===== src/rtl/iso_datetime_text_parser_top_assert.svh =====
// Assertion macros for the ISO date/time text parser.
// Used by iso_datetime_text_parser_top; expects clk and arst_n in scope.
`ifndef ISO_DATETIME_TEXT_PARSER_TOP_ASSERT_SVH
`define ISO_DATETIME_TEXT_PARSER_TOP_ASSERT_SVH

// same-cycle implication
`define IDTP_ASSERT_IMP(lbl, ante, cons, msg) \
	lbl: assert property (@(posedge clk) disable iff (!arst_n) (ante) |-> (cons)) \
		else $error(msg);

// next-cycle implication
`define IDTP_ASSERT_NXT(lbl, ante, cons, msg) \
	lbl: assert property (@(posedge clk) disable iff (!arst_n) (ante) |=> (cons)) \
		else $error(msg);

`endif


===== src/rtl/idtp_pkg.sv =====
// Shared types, codes and tables for the ISO date/time text parser.
// No dependencies; imported by every RTL module of the block.
package idtp_pkg;

	localparam int FRACTION_DIGITS = 6;
	localparam int FRAC_KEEP = (FRACTION_DIGITS < 6) ? FRACTION_DIGITS : 6;

	localparam int YEAR_W  = 14;
	localparam int FLD_W   = 7;
	localparam int US_W    = 20;
	localparam int ZOFF_W  = 14;
	localparam int CNT_W   = 3;
	localparam int ODATA_W = 88;

	localparam logic [YEAR_W-1:0] YEAR_MAX = 14'd9999;
	localparam logic [US_W-1:0]   US_MAX   = 20'd999999;

	localparam logic [7:0] CH_0     = 8'h30;
	localparam logic [7:0] CH_9     = 8'h39;
	localparam logic [7:0] CH_DASH  = 8'h2d;
	localparam logic [7:0] CH_COLON = 8'h3a;
	localparam logic [7:0] CH_DOT   = 8'h2e;
	localparam logic [7:0] CH_COMMA = 8'h2c;
	localparam logic [7:0] CH_T     = 8'h54;
	localparam logic [7:0] CH_SPACE = 8'h20;
	localparam logic [7:0] CH_TAB   = 8'h09;
	localparam logic [7:0] CH_Z     = 8'h5a;
	localparam logic [7:0] CH_PLUS  = 8'h2b;
	localparam logic [7:0] CH_MINUS = 8'h2d;

	typedef enum logic [3:0] {
		PH_START, PH_YEAR, PH_MONTH, PH_DAY, PH_HOUR, PH_MINUTE,
		PH_SECOND, PH_FRAC, PH_WS, PH_TZH, PH_TZM, PH_DONE
	} phase_t;

	typedef enum logic [1:0] {
		MODE_DATE, MODE_TIME, MODE_DATETIME, MODE_RSVD
	} mode_t;

	typedef enum logic [1:0] {
		ST_OK, ST_SYNTAX, ST_BAD_DATE, ST_BAD_TIME
	} status_t;

	typedef struct packed {
		phase_t            phase;
		mode_t             mode;
		logic              fail;
		logic [CNT_W-1:0]  cnt;
		logic [YEAR_W-1:0] year;
		logic [15:0]       ydig;   // year as four BCD digits, for the leap rule
		logic [FLD_W-1:0]  month;
		logic [FLD_W-1:0]  day;
		logic [FLD_W-1:0]  hour;
		logic [FLD_W-1:0]  minute;
		logic [FLD_W-1:0]  second;
		logic [US_W-1:0]   frac;
		logic              zpres;
		logic              zneg;
		logic [FLD_W-1:0]  zh;
		logic [FLD_W-1:0]  zm;
	} parse_st_t;

	typedef struct packed {
		status_t                  status;
		logic [YEAR_W-1:0]        year;
		logic [FLD_W-1:0]         month;
		logic [FLD_W-1:0]         day;
		logic [FLD_W-1:0]         hour;
		logic [FLD_W-1:0]         minute;
		logic [FLD_W-1:0]         second;
		logic [US_W-1:0]          microsecond;
		logic                     zone_present;
		logic signed [ZOFF_W-1:0] zone_offset;
	} result_t;

	function automatic logic [4:0] month_days(logic [3:0] m);
		logic [4:0] r;
		case (m)
			4'd1, 4'd3, 4'd5, 4'd7, 4'd8, 4'd10, 4'd12: r = 5'd31;
			4'd4, 4'd6, 4'd9, 4'd11: r = 5'd30;
			4'd2: r = 5'd28;
			default: r = 5'd0;
		endcase
		return r;
	endfunction

	function automatic logic [16:0] frac_weight(logic [CNT_W-1:0] i);
		logic [16:0] r;
		case (i)
			3'd0: r = 17'd100000;
			3'd1: r = 17'd10000;
			3'd2: r = 17'd1000;
			3'd3: r = 17'd100;
			3'd4: r = 17'd10;
			3'd5: r = 17'd1;
			default: r = 17'd0;
		endcase
		return r;
	endfunction

endpackage


===== src/rtl/iso_datetime_text_parser_top.sv =====
// ISO 8601 date / time / datetime text parser, top level.
// Input register, idtp_parse (grammar state), idtp_result (checks), output register.
// Depends on idtp_pkg and iso_datetime_text_parser_top_assert.svh.
//
// Usage:
//   Slave side: one character per beat. s_tdata carries the byte, s_tuser the
//   mode (0 date, 1 time, 2 datetime), taken from the first beat of a string;
//   s_tlast marks the final character of the string.
//   Master side: one beat per string, issued for the s_tlast beat only.
//   m_tuser is the status (0 ok, 1 syntax, 2 bad date, 3 bad time); m_tdata
//   holds the parsed fields, all zero on a syntax error.
// Throughput: one character per clock across strings, held only by an output stall.
// Result path: after its last character is accepted, the result passes the parse
//   state snapshot, then the output register, before it is presented.
// Reset: clears all valids and the parse state; the next beat starts a string.
// Stall: while m_tready is low the result holds; one further finished string
//   can wait in stage 2, and characters keep flowing until the final character
//   of the string after that is registered, at which point s_tready drops.
module iso_datetime_text_parser_top import idtp_pkg::*; (
	input  logic               clk,
	input  logic               arst_n,
	input  logic               s_tvalid,
	output logic               s_tready,
	input  logic [7:0]         s_tdata,   // [7:0] char_code
	input  logic               s_tlast,
	input  logic [1:0]         s_tuser,   // [1:0] mode
	output logic               m_tvalid,
	input  logic               m_tready,
	output logic [ODATA_W-1:0] m_tdata,   // year, month, day, hour, minute, second,
	                                      // microsecond, zone_present,
	                                      // zone_offset_minutes, zero pad
	output logic [1:0]         m_tuser    // [1:0] status
);

`include "iso_datetime_text_parser_top_assert.svh"

	logic       in_valid_s1;
	logic [7:0] char_s1;
	logic       last_s1;
	logic [1:0] mode_s1;
	logic       adv_s1;
	logic       snap_valid;
	logic       snap_free;
	logic       out_load;
	parse_st_t  snap;
	result_t    res;
	logic       out_valid_q;
	result_t    out_q;

	assign out_load  = snap_valid && (!out_valid_q || m_tready);
	assign snap_free = !snap_valid || out_load;
	assign adv_s1    = in_valid_s1 && (!last_s1 || snap_free);
	assign s_tready  = !in_valid_s1 || adv_s1;

	always_ff @(posedge clk or negedge arst_n) begin
		if (!arst_n) begin
			in_valid_s1 <= 1'b0;
			out_valid_q <= 1'b0;
		end else begin
			if (s_tvalid && s_tready)
				in_valid_s1 <= 1'b1;
			else if (adv_s1)
				in_valid_s1 <= 1'b0;
			if (out_load)
				out_valid_q <= 1'b1;
			else if (m_tready)
				out_valid_q <= 1'b0;
		end
	end

	always_ff @(posedge clk) begin
		if (s_tvalid && s_tready) begin
			char_s1 <= s_tdata;
			last_s1 <= s_tlast;
			mode_s1 <= s_tuser;
		end
		if (out_load)
			out_q <= res;
	end

	idtp_parse u_parse (
		.clk        (clk),
		.arst_n     (arst_n),
		.step       (adv_s1),
		.char_code  (char_s1),
		.last_char  (last_s1),
		.mode       (mode_s1),
		.pop        (out_load),
		.snap_valid (snap_valid),
		.snap       (snap)
	);

	idtp_result u_result (
		.s (snap),
		.r (res)
	);

	assign m_tvalid = out_valid_q;
	assign m_tuser  = out_q.status;
	assign m_tdata  = {4'b0, out_q.zone_offset, out_q.zone_present, out_q.microsecond,
		out_q.second, out_q.minute, out_q.hour, out_q.day, out_q.month, out_q.year};

	`IDTP_ASSERT_IMP(a_syntax_zero, m_tvalid && m_tuser == ST_SYNTAX, m_tdata == '0, "syntax error beat carries field data")
	`IDTP_ASSERT_IMP(a_us_range, m_tvalid, m_tdata[68:49] <= US_MAX, "microsecond above 999999")
	`IDTP_ASSERT_IMP(a_no_zone_off, m_tvalid && !m_tdata[69], m_tdata[83:70] == '0, "offset without zone")
	`IDTP_ASSERT_NXT(a_load_shows, out_load, m_tvalid, "loaded result not presented")

endmodule


===== src/rtl/idtp_parse.sv =====
// Grammar tracker: phase register and field accumulators, one character per beat.
// Snapshots the finished string into a stage-2 register. Depends on idtp_pkg.
module idtp_parse import idtp_pkg::*; (
	input  logic      clk,
	input  logic      arst_n,
	input  logic      step,
	input  logic [7:0] char_code,
	input  logic      last_char,
	input  logic [1:0] mode,
	input  logic      pop,
	output logic      snap_valid,
	output parse_st_t snap
);

	parse_st_t st_q;
	parse_st_t cur;
	parse_st_t nxt;
	parse_st_t snap_s2;
	logic      snap_valid_s2;
	logic      dig;
	logic [3:0] d;
	logic      dt;
	logic [20:0] fprod;

	function automatic logic [FLD_W-1:0] mac7(logic [FLD_W-1:0] a, logic [3:0] v);
		logic [10:0] t;
		t = 11'(a) * 11'd10 + 11'(v);
		return t[FLD_W-1:0];
	endfunction

	function automatic parse_st_t zone_start(parse_st_t s, logic [7:0] c);
		parse_st_t r;
		r = s;
		if (c == CH_SPACE || c == CH_TAB) begin
			r.phase = PH_WS;
		end else if (c == CH_Z) begin
			r.zpres = 1'b1;
			r.zneg  = 1'b0;
			r.zh    = '0;
			r.zm    = '0;
			r.phase = PH_DONE;
		end else if (c == CH_PLUS || c == CH_MINUS) begin
			r.zpres = 1'b1;
			r.zneg  = (c == CH_MINUS);
			r.zh    = '0;
			r.zm    = '0;
			r.cnt   = '0;
			r.phase = PH_TZH;
		end else begin
			r.fail = 1'b1;
		end
		return r;
	endfunction

	always_comb begin
		cur = st_q;
		if (st_q.phase == PH_START) begin
			cur.mode  = mode_t'(mode);
			cur.fail  = (mode_t'(mode) == MODE_RSVD);
			cur.phase = (mode_t'(mode) == MODE_TIME) ? PH_HOUR : PH_YEAR;
			cur.cnt   = '0;
		end
		dig   = (char_code >= CH_0) && (char_code <= CH_9);
		d     = dig ? char_code[3:0] : 4'd0;
		dt    = (cur.mode == MODE_DATETIME);
		fprod = 21'(d) * 21'(frac_weight(cur.cnt));
		nxt   = cur;
		if (!cur.fail) begin
			case (cur.phase)
				PH_YEAR: begin
					if (dig && cur.cnt < 3'd4) begin
						nxt.year = YEAR_W'(18'(cur.year) * 18'd10 + 18'(d));
						nxt.ydig = {cur.ydig[11:0], d};
						nxt.cnt  = cur.cnt + 3'd1;
					end else if (char_code == CH_DASH && cur.cnt == 3'd4) begin
						nxt.phase = PH_MONTH;
						nxt.cnt   = '0;
					end else begin
						nxt.fail = 1'b1;
					end
				end
				PH_MONTH: begin
					if (dig && cur.cnt < 3'd2) begin
						nxt.month = mac7(cur.month, d);
						nxt.cnt   = cur.cnt + 3'd1;
					end else if (char_code == CH_DASH && cur.cnt != 3'd0) begin
						nxt.phase = PH_DAY;
						nxt.cnt   = '0;
					end else begin
						nxt.fail = 1'b1;
					end
				end
				PH_DAY: begin
					if (dig && cur.cnt < 3'd2) begin
						nxt.day = mac7(cur.day, d);
						nxt.cnt = cur.cnt + 3'd1;
					end else if (dt && cur.cnt != 3'd0 &&
						(char_code == CH_T || char_code == CH_SPACE)) begin
						nxt.phase = PH_HOUR;
						nxt.cnt   = '0;
					end else begin
						nxt.fail = 1'b1;
					end
				end
				PH_HOUR: begin
					if (dig && cur.cnt < 3'd2) begin
						nxt.hour = mac7(cur.hour, d);
						nxt.cnt  = cur.cnt + 3'd1;
					end else if (char_code == CH_COLON && cur.cnt != 3'd0) begin
						nxt.phase = PH_MINUTE;
						nxt.cnt   = '0;
					end else begin
						nxt.fail = 1'b1;
					end
				end
				PH_MINUTE: begin
					if (dig && cur.cnt < 3'd2) begin
						nxt.minute = mac7(cur.minute, d);
						nxt.cnt    = cur.cnt + 3'd1;
					end else if (char_code == CH_COLON && cur.cnt != 3'd0) begin
						nxt.phase = PH_SECOND;
						nxt.cnt   = '0;
					end else if (dt && cur.cnt != 3'd0) begin
						nxt = zone_start(cur, char_code);
					end else begin
						nxt.fail = 1'b1;
					end
				end
				PH_SECOND: begin
					if (dig && cur.cnt < 3'd2) begin
						nxt.second = mac7(cur.second, d);
						nxt.cnt    = cur.cnt + 3'd1;
					end else if ((char_code == CH_DOT || char_code == CH_COMMA) &&
						cur.cnt != 3'd0) begin
						nxt.phase = PH_FRAC;
						nxt.cnt   = '0;
					end else if (dt && cur.cnt != 3'd0) begin
						nxt = zone_start(cur, char_code);
					end else begin
						nxt.fail = 1'b1;
					end
				end
				PH_FRAC: begin
					if (dig) begin
						if (cur.cnt < CNT_W'(FRAC_KEEP))
							nxt.frac = cur.frac + fprod[US_W-1:0];
						// count saturates; only "any digit" and "below kept" matter
						if (cur.cnt != 3'd7)
							nxt.cnt = cur.cnt + 3'd1;
					end else if (dt && cur.cnt != 3'd0) begin
						nxt = zone_start(cur, char_code);
					end else begin
						nxt.fail = 1'b1;
					end
				end
				PH_WS: begin
					nxt = zone_start(cur, char_code);
				end
				PH_TZH: begin
					if (dig && cur.cnt < 3'd2) begin
						nxt.zh  = mac7(cur.zh, d);
						nxt.cnt = cur.cnt + 3'd1;
					end else if (cur.cnt == 3'd2 && char_code == CH_COLON) begin
						nxt.phase = PH_TZM;
						nxt.cnt   = '0;
					end else if (cur.cnt == 3'd2 && dig) begin
						nxt.zm    = FLD_W'(d);
						nxt.phase = PH_TZM;
						nxt.cnt   = 3'd1;
					end else begin
						nxt.fail = 1'b1;
					end
				end
				PH_TZM: begin
					if (dig && cur.cnt < 3'd2) begin
						nxt.zm  = mac7(cur.zm, d);
						nxt.cnt = cur.cnt + 3'd1;
					end else begin
						nxt.fail = 1'b1;
					end
				end
				default: begin
					nxt.fail = 1'b1;
				end
			endcase
		end
	end

	always_ff @(posedge clk or negedge arst_n) begin
		if (!arst_n) begin
			st_q          <= '0;
			snap_valid_s2 <= 1'b0;
		end else begin
			if (step) begin
				st_q <= last_char ? parse_st_t'('0) : nxt;
			end
			if (step && last_char) begin
				snap_valid_s2 <= 1'b1;
			end else if (pop) begin
				snap_valid_s2 <= 1'b0;
			end
		end
	end

	always_ff @(posedge clk) begin
		if (step && last_char) begin
			snap_s2 <= nxt;
		end
	end

	assign snap_valid = snap_valid_s2;
	assign snap       = snap_s2;

endmodule


===== src/rtl/idtp_result.sv =====
// Checks grammar completion, calendar and clock ranges; builds the zone offset.
// Purely combinational; depends on idtp_pkg.
module idtp_result import idtp_pkg::*; (
	input  parse_st_t s,
	output result_t   r
);

	logic        end_ok;
	logic        date_ok;
	logic        time_ok;
	logic        y4;
	logic        c4;
	logic        y100;
	logic        leap;
	logic [4:0]  lim;
	logic [ZOFF_W-1:0] mag;
	status_t     st;

	always_comb begin
		case (s.phase)
			PH_DAY:    end_ok = (s.mode == MODE_DATE) && (s.cnt != 3'd0);
			PH_MINUTE,
			PH_SECOND,
			PH_FRAC:   end_ok = (s.mode != MODE_DATE) && (s.cnt != 3'd0);
			PH_WS,
			PH_DONE:   end_ok = 1'b1;
			PH_TZH,
			PH_TZM:    end_ok = (s.cnt == 3'd2);
			default:   end_ok = 1'b0;
		endcase
	end

	// divisibility from the BCD digits: 10a+b is a multiple of 4 iff 2a+b is
	assign y4   = (2'({s.ydig[4], 1'b0}) + s.ydig[1:0]) == 2'd0;
	assign c4   = (2'({s.ydig[12], 1'b0}) + s.ydig[9:8]) == 2'd0;
	assign y100 = (s.ydig[7:0] == 8'd0);
	assign leap = y4 && (!y100 || c4);
	assign lim  = (s.month == 7'd2) ? (leap ? 5'd29 : 5'd28) : month_days(s.month[3:0]);

	assign date_ok = (s.month >= 7'd1) && (s.month <= 7'd12) &&
		(s.day >= 7'd1) && (s.day <= 7'd31) &&
		(s.year >= 14'd1) && (s.year <= YEAR_MAX) &&
		(s.day <= 7'(lim));

	assign time_ok = (s.hour <= 7'd23) && (s.minute <= 7'd59) &&
		(s.second <= 7'd59) && (s.frac <= US_MAX);

	always_comb begin
		if (s.fail || !end_ok)
			st = ST_SYNTAX;
		else if (s.mode != MODE_TIME && !date_ok)
			st = ST_BAD_DATE;
		else if (s.mode != MODE_DATE && !time_ok)
			st = ST_BAD_TIME;
		else
			st = ST_OK;
	end

	assign mag = ZOFF_W'(s.zh) * ZOFF_W'(60) + ZOFF_W'(s.zm);

	always_comb begin
		r = '0;
		r.status = st;
		if (st != ST_SYNTAX) begin
			r.year         = s.year;
			r.month        = s.month;
			r.day          = s.day;
			r.hour         = s.hour;
			r.minute       = s.minute;
			r.second       = s.second;
			r.microsecond  = s.frac;
			r.zone_present = s.zpres;
			r.zone_offset  = s.zneg ? $signed(-mag) : $signed(mag);
		end
	end

endmodule


===== config.mk =====
export PLATFORM = sky130hd
export DESIGN_NAME = iso_datetime_text_parser_top
export DESIGN_NICKNAME = d
export VERILOG_FILES = /design/src/rtl/idtp_pkg.sv /design/src/rtl/iso_datetime_text_parser_top.sv /design/src/rtl/idtp_parse.sv /design/src/rtl/idtp_result.sv
export VERILOG_INCLUDE_DIRS = /design/src /design/src/rtl
export SDC_FILE = /design/constraint.sdc
export NUM_CORES = 1
export LEC_CHECK = 0
export BUFFER_PORTS_ARGS = -buffer_cell sky130_fd_sc_hd__buf_2
export CORE_ASPECT_RATIO = 1.4
export CORE_UTILIZATION = 29
export CTS_CLUSTER_DIAMETER = 80
export DETAILED_ROUTE_END_ITERATION = 7
export HOLD_SLACK_MARGIN = 0.15
export PLACE_DENSITY_LB_ADDON = 0.05
export SYNTH_ARGS = -nofsm -noshare
export SYNTH_HDL_FRONTEND = slang
export SYNTH_HIERARCHICAL = 1
export SYNTH_SLANG_ARGS = --single-unit
export TNS_END_PERCENT = 10

===== constraint.sdc =====
create_clock -name clk -period 7.1 [get_ports clk]
set_clock_uncertainty 0.1 [all_clocks]
set_input_delay 1.42 -clock clk [delete_from_list [all_inputs] [get_ports clk]]
set_output_delay 1.42 -clock clk [all_outputs]
set_load 0.02 [all_outputs]

==> summary by stage <==
Placed design
The standard cell area after detailed placement is 21,700 um^2. The HPWL after detailed placement is roughly 44,000 um. The number of buffer cells added on primary ports is roughly 100.

At the end of routability-driven placement, the weighted congestion stood at 0.854.

Clock network
The number of clock sinks seen by CTS is roughly 310. The number of buffers on the longest clock path is 3. The number of hold buffers added after CTS was 0.

The clock buffer count from CTS is 38. The H-tree depth is 2. Clock-pin slew was measured on the worst setup and hold paths at approximately 0.060 ns. The cell sitting at the root of the clock tree is a clkbuf_16. The clock tree from TritonCTS is done. Gates resized during post-CTS repair numbered 0. The post-CTS setup repair buffer count is 0. The insertion delay to the later sink of the worst-skew pair is approximately 0.57 ns.

STA
The number of hold violations in the final report is 0. Setup violations remaining at the end of the flow were counted as 0. The top achievable clock speed is around 0.15 GHz. Setup repair after global routing left no endpoint under its margin.

The number of pins exceeding their max-slew limit in the final report is 0. The max-slew headroom at the worst pin is 0.108. The smallest clock period supported by the final layout is computed as 6.59 ns.

The slew at the pin with the worst max-slew slack is 1.33 ns. Dividing the final minimum period by the clock period gives 0.928. For the final routed database, the setup TNS stands at 0 ns.

Floorplan
The count of pins on the block boundary is between 100 and 150. The initial utilization of the core area, before any placement, comes to 0.295. Row generation in the floorplan step produced around 110 rows. The placeable core area is a little under 70,000 um^2. The die footprint is 70,500 um^2.

The height of the chip is 314 um. Measured along the x axis, the die boundary spans 225 um.

Routing
The wire length after detailed routing is 58,600 um. After detailed routing, the number of remaining DRC violations is 0. After detailed routing, the number of vias per cell comes to slightly below 5.

Dividing the detail-routed wire length by the instance count gives 19.9 um. The sum of met3 wire segment lengths after detailed routing is around 2100 um. The first routing iteration left around 700 violations. After detailed routing, no signal wire sits above met4.

The count of nets left with antenna violations once routing finished came out at 0. The pre-antenna-repair detailed-routing pass consisted of 5 iterations. The routed length on met1 is 24,100 um. The routed design uses roughly 30,000 um of met2 wire.

The routed layout has roughly 14,000 vias.

Yosys
The number of warnings reported in the yosys synthesis log is 6. The average footprint of a synthesized cell is 10.6 um^2. The mapped netlist covers 20,100 um^2. In the synthesized netlist, the number of instances is roughly 1,900.

Global route
The number of antenna violations at the first check in global routing is 3. The first global-routing pass estimated 89,800 um of wire. The total global routing overflow is 0.

The via count of the first global-routing pass is around 15,000. Across every metal layer, demand over resource in global routing totals 0.168. Entering global routing, the biggest net connects between 60 and 70 pins.

Final layout
In the final layout, the share of cells above drive strength 1 is 0.135. The total inserted antenna cells is 0. From synthesis to final layout, the design area changed by 14.3%. The final layout contains roughly 2,200 nets.

The cell area after layout is 23,000 um^2.

Power
The leakage power summed over all cells is around 9.8 nW. For this design the total switching power over the nets is 2.19 mW. The proportion of power drawn by flip-flops and latches is 0.380. The maximum ir drop on the vdd rail is around 150 uV.

Of the total power, the clock network draws 0.328. The final total power is approximately 6.3 mW. Of the total power, combinational logic draws 0.292. The internal power of the cells totals around 4 mW. The total power per unit cell area is 273 nW/um^2. The switching portion of total power is 0.348.

Critical path
The depth of the worst register-to-register path is 19. The category of the critical setup timing path is reg2reg. STA classifies the critical path startpoint as a register. Of all nets on the critical path, the largest fanout is 8.

At the worst endpoint, the required time is about 7.3 ns. The data arrival at the endpoint of the critical path is 6.80 ns. The sort of element at the end of the critical path is a register.

Worst hold path
In this run the worst hold path is classified as reg2reg. The number of cells on the worst hold path is 2.

Run
Max-cap violations in this run came to 0.

Status
The flow ran to the end, and the final reports show no timing, DRC or antenna violations.
-- layout by cell type (no fill, tap or decap), types with 27 or more instances in the layout --
master and n:
nand2_1 151, ha_1 136, edfxtp_1 203, a21oi_1 96, xnor2_1 84, o21ai_0 88
buf_2 101, a21o_1 27, inv_1 156, nor2b_1 29, clkbuf_16 39, dfrtp_1 109
buf_4 30, and2_1 81, nor2_1 125, fa_1 63, a22o_1 82
-- power groups by stage --
| stage | clock, mW | combinational (mW) | sequential [mW] |
|---|---|---|---|
| 2_1_floorplan | 0 | 1.06 | 2.61 |
| 3_3_place_gp | 0 | 1.86 | 2.43 |
| 3_5_place_dp | 0 | 1.86 | 2.43 |
| 4_1_cts | 2.14 | 1.87 | 2.40 |
| 5_1_grt | 2.21 | 2.02 | 2.42 |
| 6_report | 2.06 | 1.83 | 2.39 |
-- per-layer routing --
| layer | up-vias | GRT usage |
|---|---|---|
| met2 | 275 | 0.301 |
| met3 | 106 | 0.0265 |
| met5 | - | 0 |
| met1 | 7060 | 0.199 |
| met4 | 0 | 0.0690 |
| li1 | 6940 | - |
-- stage by stage --
step,hold WS [ns],std cells,setup slack [ns],utilization
floorplan,0.350,1896,0.941,-
global placement,0.364,2872,0.638,0.318
detailed placement,0.374,2872,0.554,0.318
CTS,0.388,2942,0.525,0.337
global route,0.402,2942,0.0755,0.337
finish,0.379,2942,0.509,0.337
-- cell type report --
class / instances / area, um^2
Clock buffer: 48 / 1060
Clock inverter: 22 / 256
Fill cell: 6930 / 45300
Inverter: 160 / 604
Multi-Input combinational cell: 1349 / 10400
Sequential cell: 312 / 8820
Tap cell: 920 / 1150
Timing Repair Buffer: 131 / 731
-- flip-flops by register name (all words and copies together) (netlist names) --
| register | cells |
|---|---|
| u_parse/snap | 106 |
| u_parse/cur | 96 |
| m_tdata | 84 |
| u_parse/st_q | 10 |
| char_s1 | 8 |
| m_tuser | 2 |
| mode_s1 | 2 |
| in_valid_s1 | 1 |
| last_s1 | 1 |
| m_tvalid | 1 |
| u_parse/snap_valid | 1 |
-- critical path: stages, from the launching register on --
cell      delay (ns)
dfrtp_1         0.38
or4_1           0.56
and2_1          0.32
clkinv_2        0.17
ha_1            0.29
nand3b_1        0.19
or2_2           0.33
fa_1            0.52
fa_1            0.52
fa_1            0.51
inv_1           0.04
ha_1            0.33
and3_1          0.19
a221oi_1        0.44
a21oi_1         0.17
o21ai_0         0.32
a21boi_0        0.22
a311oi_1        0.36
xnor2_1         0.12
mux2_2          0.27
-- path summary, 6_finish.rpt --
check	from	endpoint	slack [ns]
worst min register to register	u_parse/cur[30]$_DFFE_PN0P_	u_parse/cur[30]$_DFFE_PN0P_	0.38
worst max-delay path	u_parse/st_q[110]$_DFFE_PN0P_	u_parse/snap[34]$_DFFE_PP_	0.51
worst max register to register	u_parse/st_q[110]$_DFFE_PN0P_	u_parse/snap[34]$_DFFE_PP_	0.51
worst min-delay path	u_parse/cur[30]$_DFFE_PN0P_	u_parse/cur[30]$_DFFE_PN0P_	0.38
min in group asynchronous	arst_n	in_valid_s1$_DFFE_PN0P_	0.79
max in group asynchronous	arst_n	u_parse/cur[74]$_DFFE_PN0P_	4.58
Power figures use the tool's default switching activity.
